$ cat config.mk
export PLATFORM = sky130hd
export DESIGN_NAME = kbtk_ctrl
export DESIGN_NICKNAME = d
export VERILOG_FILES = /design/src/kbtk_pkg.sv /design/src/kbtk_ctrl.sv
export SDC_FILE = /design/constraint.sdc
export NUM_CORES = 1
export LEC_CHECK = 0
export ABC_AREA = 1
export BUFFER_PORTS_ARGS = -buffer_cell sky130_fd_sc_hd__buf_2
export CAP_MARGIN = 20
export CORE_MARGIN = 5
export CORE_UTILIZATION = 41
export CTS_CLUSTER_DIAMETER = 30
export CTS_CLUSTER_SIZE = 10
export DETAILED_ROUTE_END_ITERATION = 8
export PLACE_DENSITY = 0.7
export SYNTH_ARGS = -nofsm -noshare
export SYNTH_HDL_FRONTEND = slang
export SYNTH_SLANG_ARGS = --single-unit
$ cat constraint.sdc
create_clock -name clock -period 1.9 [get_ports clock]
set_input_delay 0.57 -clock clock [delete_from_list [all_inputs] [get_ports clock]]
set_output_delay 0.57 -clock clock [all_outputs]
set_load 0.005 [all_outputs]
$ cat src/kbtk_pkg.sv
// Shared types and constants for the bucketed top-k keeper.
// Used by the RAM-facing datapath, the controller and the top level.
package kbtk_pkg;

   localparam int MAX_BUCKETS  = 4096;
   localparam int BKT_W        = $clog2(MAX_BUCKETS);
   localparam int HEAP_DEPTH   = 8;
   localparam int SLOT_W       = $clog2(HEAP_DEPTH);
   localparam int CNT_W        = 4;
   localparam int TMP_DEPTH    = HEAP_DEPTH + 1;
   localparam int MAX_SYM      = 8;
   localparam int KMER_W       = 64;
   localparam int EV_W         = 40;
   localparam int EV_DEPTH     = MAX_BUCKETS * HEAP_DEPTH;
   localparam int PROD_W       = 16;
   localparam int CSR_W        = 64;

   // status codes
   localparam logic [2:0] ST_ADDED    = 3'd0;
   localparam logic [2:0] ST_EVICTED  = 3'd1;
   localparam logic [2:0] ST_REJECTED = 3'd2;
   localparam logic [2:0] ST_BAD      = 3'd3;
   localparam logic [2:0] ST_ENTRY    = 3'd4;
   localparam logic [2:0] ST_EMPTY    = 3'd5;

   typedef enum logic [1:0] {
      CSR_ALPHABET = 2'd0,
      CSR_SIZE     = 2'd1,
      CSR_KLEN     = 2'd2,
      CSR_LIMIT    = 2'd3
   } csr_index_type;

   typedef struct packed {
      logic               kind;
      logic [63:0]        kmer_symbols;
      logic [7:0]         strand_code;
      logic signed [15:0] mean_level;
      logic [15:0]        probability;
      logic [11:0]        bucket_select;
   } req_type;

   typedef struct packed {
      logic [2:0]         status;
      logic [11:0]        bucket_index;
      logic [3:0]         entry_count;
      logic [15:0]        min_probability;
      logic [63:0]        kmer_out;
      logic [7:0]         entry_strand;
      logic signed [15:0] entry_mean;
      logic [15:0]        entry_probability;
      logic               last;
   } rsp_type;

   typedef struct packed {
      logic [7:0]  strand;
      logic [15:0] mean;
      logic [15:0] prob;
   } ev_type;

   typedef enum logic [4:0] {
      S_CLEAR, S_IDLE, S_ROUTE, S_IDX, S_IDX_CHK, S_CNT_RD, S_CNT_WAIT,
      S_LD_ADDR, S_LD_DATA, S_DECIDE, S_TRIM, S_ESCAN, S_EVICT, S_WR,
      S_FSCAN, S_KINIT, S_KDIV, S_KPUT, S_EMIT
   } fsm_state_type;

   typedef struct packed {
      logic capture;
      logic idx_step;
      logic clr_step;
      logic cnt_wr;
      logic load_n;
      logic ld_cap;
      logic decide;
      logic j_clr;
      logic scan_init;
      logic scan_step;
      logic evict;
      logic ev_wr;
      logic kinit;
      logic kstep;
      logic kput;
      logic emit_next;
   } dp_cmd_type;

   typedef struct packed {
      logic clr_done;
      logic kind_read;
      logic bad;
      logic dig_last;
      logic j_eq_n;
      logic dec_empty;
      logic dec_take;
      logic over_limit;
      logic bit_last;
      logic rsp_last;
   } dp_stat_type;

endpackage

$ cat src/kbtk_ctrl.sv
// Controller state machine: sequences clearing, index build, bucket load,
// insert/evict, write-back, k-mer rebuild and result transactions. Uses kbtk_pkg.
module kbtk_ctrl
   import kbtk_pkg::*;
(
   input  logic        clock,
   input  logic        reset,
   input  logic        req_valid,
   output logic        req_stall,
   output logic        rsp_valid,
   input  logic        rsp_stall,
   output dp_cmd_type  cmd,
   input  dp_stat_type stat
);

   fsm_state_type state_ff, state_in;

   always_comb begin
      state_in = state_ff;
      unique case (state_ff)
         S_CLEAR:    if (stat.clr_done) state_in = S_IDLE;
         S_IDLE:     if (req_valid) state_in = S_ROUTE;
         S_ROUTE:    state_in = stat.kind_read ? S_CNT_RD : S_IDX;
         S_IDX:      if (stat.dig_last) state_in = S_IDX_CHK;
         S_IDX_CHK:  state_in = stat.bad ? S_EMIT : S_CNT_RD;
         S_CNT_RD:   state_in = S_CNT_WAIT;
         S_CNT_WAIT: state_in = S_LD_ADDR;
         S_LD_ADDR: begin
            if (stat.j_eq_n) state_in = stat.kind_read ? S_KINIT : S_DECIDE;
            else state_in = S_LD_DATA;
         end
         S_LD_DATA:  state_in = S_LD_ADDR;
         S_DECIDE: begin
            if (stat.dec_empty) state_in = S_WR;
            else if (stat.dec_take) state_in = S_TRIM;
            else state_in = S_EMIT;
         end
         S_TRIM:     state_in = stat.over_limit ? S_ESCAN : S_WR;
         S_ESCAN:    if (stat.j_eq_n) state_in = S_EVICT;
         S_EVICT:    state_in = S_TRIM;
         S_WR:       if (stat.j_eq_n) state_in = S_FSCAN;
         S_FSCAN:    if (stat.j_eq_n) state_in = S_EMIT;
         S_KINIT:    state_in = S_KDIV;
         S_KDIV:     if (stat.bit_last) state_in = S_KPUT;
         S_KPUT:     state_in = stat.dig_last ? S_EMIT : S_KDIV;
         S_EMIT: begin
            if (!rsp_stall && (!stat.kind_read || stat.rsp_last)) state_in = S_IDLE;
         end
         default:    state_in = S_CLEAR;
      endcase
   end

   always_comb begin
      cmd       = '0;
      req_stall = 1'b1;
      rsp_valid = 1'b0;
      unique case (state_ff)
         S_CLEAR:    cmd.clr_step = 1'b1;
         S_IDLE: begin
            req_stall   = 1'b0;
            cmd.capture = req_valid;
         end
         S_ROUTE:    cmd.capture = 1'b0;
         S_IDX:      cmd.idx_step = 1'b1;
         S_IDX_CHK:  cmd.idx_step = 1'b0;
         S_CNT_RD:   cmd.load_n = 1'b0;
         S_CNT_WAIT: cmd.load_n = 1'b1;
         S_LD_ADDR:  cmd.ld_cap = 1'b0;
         S_LD_DATA:  cmd.ld_cap = 1'b1;
         S_DECIDE:   cmd.decide = 1'b1;
         S_TRIM:     cmd.j_clr = 1'b1;
         S_ESCAN:    cmd.scan_step = !stat.j_eq_n;
         S_EVICT:    cmd.evict = 1'b1;
         S_WR: begin
            cmd.ev_wr     = !stat.j_eq_n;
            cmd.cnt_wr    = stat.j_eq_n;
            cmd.scan_init = stat.j_eq_n;
         end
         S_FSCAN:    cmd.scan_step = !stat.j_eq_n;
         S_KINIT:    cmd.kinit = 1'b1;
         S_KDIV:     cmd.kstep = 1'b1;
         S_KPUT:     cmd.kput = 1'b1;
         S_EMIT: begin
            rsp_valid     = 1'b1;
            cmd.emit_next = !rsp_stall && stat.kind_read && !stat.rsp_last;
         end
         default:    cmd = '0;
      endcase
   end

   always_ff @(posedge clock) begin
      if (reset) begin
         state_ff <= S_CLEAR;
      end else begin
         state_ff <= state_in;
      end
   end

endmodule

==> results.yml <==
clock_network:
  cts_buffers: 3
  cts_root_buffer: "clkbuf_4"
  clock_latency_ns: 0.25
  clockBufferDepth: 2
  cts_hold_buf: 0
  clk_pin_slew_ns: 0.05
  cts_tree: "built"
  h-tree-depth: 1
  numClockSinks: 5
setup_path:
  cp.arrival_ns: 1.31
  critPathRequiredTime_ns: 1.33
  end_kind: "output pin"
  critPathMaxFanout: 7
  crit_chain: "nand2_2 -> nor2_4 -> nand2_2 -> nand2_1 -> nand2_1 -> inv_1 -> buf_2"
  crit_slowest_cell: "dfxtp_4"
  worst_path_dominant_cell_family: "simple AND/OR/NAND/NOR gates"
  critPathKind: "register to output pin"
  slowest_delay_ns: 0.40
  critPathLaunchType: "register"
  crit_buf_inv: 2
layout:
  fin_nets: 210
  antenna_cells: 0
  syn2layout_area_growth_pct: 38.86
  final_area_mm2: 0.001100
  top_regs: "state_ff (5)"
  top_register: "state_ff"
  post-route-util_pct: 61.68
  layout-drive-gt1-share_pct: 38.97
  largest_reg_flops: 5
placement:
  gp_congestion: 0.8693
  io_buffers: 31
  placed_area_um2: 992.2
  dpl.hpwl_mm: 2.083
detailed_routing:
  m1WireLength_mm: 1.139
  route.detailed.wl_per_inst_um: 11.76
  viasPerCell: 5.123
  dr_wl_met2_mm: 1.194
  vias: 1127
  drc: 0
  firstDrtPassIters: 4
  wirelength_mm: 2.587
  ant_nets: 0
  dr_wl_met3_um: 253
  top_layer: "met3"
  drt_iter0_markers: 58
yosys:
  syn_inst: 153
  yosys.cell_types.count: 21
  synth.net_count: 167
  synth_top_area_share_pct: 18.01
  yosysTopAreaCell: "nand2_1"
  synth.avg_cell_area_um2: 5.177
  synth_area_leaders: "nand2_1, nand3_1, dfxtp_1"
  ys_warn_count: 0
  ys_seq_elements: 5
  yosysSeqAreaShare_pct: 12.64
  syn_area_um2: 792.0
pwr:
  fin_total_pwr_w: 0.0008849
  powerDensity_mw_per_mm2: 804.6
  peakVddDrop_mv: 0.5898
  leakage_nw: 0.6736
grt:
  grt_max_degree: 9
  gr-usage-all-layers_pct: 18.11
  antenna_found_initial: 0
  grt_first_pass_wirelength_mm: 3.946
  grt_pass1_vias: 928
  grt_overflow: 0
floorplan:
  row_count: 15
  die_h_um: 53.95
  die_area_mm2: 0.002911
  ios: 32
  die-width_um: 53.95
  initial_core_util_pct: 44.42
  core_mm2: 0.001783
timing:
  finClkSkew_ns: 0.007316
  hold_violations: 0
  worst_slew_pin_slew_ns: 0.3272
  drv_slew: 0
  rsz0062_at_grt: "true"
  hold_ws_ns: 0.5251
  fmaxAchievable_ghz: 0.5327
  slew_headroom_pct: 78.11
  post-route-period-util_pct: 98.81
  min_period_ns: 1.877
  setup-violations-final: 0
status:
  status: "finished, final reports clean"
hold_path:
  hold_class: "register to register"
job:
  drv_cap: 0
-- per-layer routing --
layer  vias up  global-route usage, %
met1       494                  24.13
met3         0                  3.324
met4         0                  1.277
li1        571                      -
met5         -                      0
met2        62                  31.25
-- Yosys cell counts --
cell type,count
nand3_2,3
nand2_1,38
o21ai_0,2
inv_2,7
nand2_2,1
nand3_1,23
buf_6,1
inv_1,21
or2_2,1
a21oi_1,7
nor2_4,1
nand4_2,1
nand2_4,1
nand3b_1,2
nor2_2,7
nand4_1,4
nor3_1,1
buf_4,1
buf_2,1
nor2_1,25
dfxtp_1,5
-- path summary, 6_finish.rpt --
check / cells after the start / slack (ns) / to / startpoint
max: 7 / 0.02 / cmd[6] / state_ff[0]
min: 2 / 0.53 / state_ff[1] / state_ff[1]
max reg2reg: 8 / 0.41 / state_ff[0] / state_ff[4]
min reg2reg: 2 / 0.53 / state_ff[1] / state_ff[1]
-- cell usage in the layout (no fill, tap or decap), drive strengths merged --
master | Yosys | routed
buf | 3 | 41
a21oi | 7 | 7
nand2 | 40 | 40
o21ai | 2 | 2
clkbuf | 0 | 4
nand3b | 2 | 2
nor2 | 33 | 33
inv | 28 | 28
nor3 | 1 | 1
nand4 | 5 | 5
dfxtp | 5 | 5
or2 | 1 | 1
nand3 | 26 | 26
-- tightest hold or removal path, stage by stage, from the launching register on --
cell	delay, ns
dfxtp_4	0.36
nand2_1	0.07
a21oi_1	0.05
-- cell families after synthesis --
family,Yosys count,share of synthesized area [%]
buf+inv,31,16.27
flops,5,12.64
simple gates,108,65.40
compound gates,9,5.687
-- repair_timing --
| item | 4_1_cts | 5_1_grt |
|---|---|---|
| buffers inserted | 0 | 5 |
| pin swaps | 0 | 3 |
| gates cloned | 0 | 0 |
| endpoints found under the setup margin | 8 | 8 |
| resized for setup | 6 | 12 |
-- stage by stage --
step	setup slack, ns	cells	setup TNS, ns
2_1_floorplan	0.2576	153	0
3_3_place_gp	0.06575	211	0
3_5_place_dp	0.03689	211	0
4_1_cts	-0.007079	215	-0.007079
5_1_grt	-0.05699	220	-0.1554
6_report	0.02263	220	0
-- power breakdown --
part | internal [W] | switching [W]
Combinational | 0.000217 | 0.000350
Clock | 0.0000796 | 0.0000476
Sequential | 0.000137 | 0.0000536
Total | 0.000434 | 0.000451
-- cell type report --
class,instances,area (µm²)
clock buffers,4,26.28
fillers,176,683.2
inverters,28,107.6
multi-input cells,117,588.1
repair buffers,41,230.2
well taps,25,31.28
flip-flops and latches,5,116.4
No activity file was read; power rests on OpenSTA's default activity.
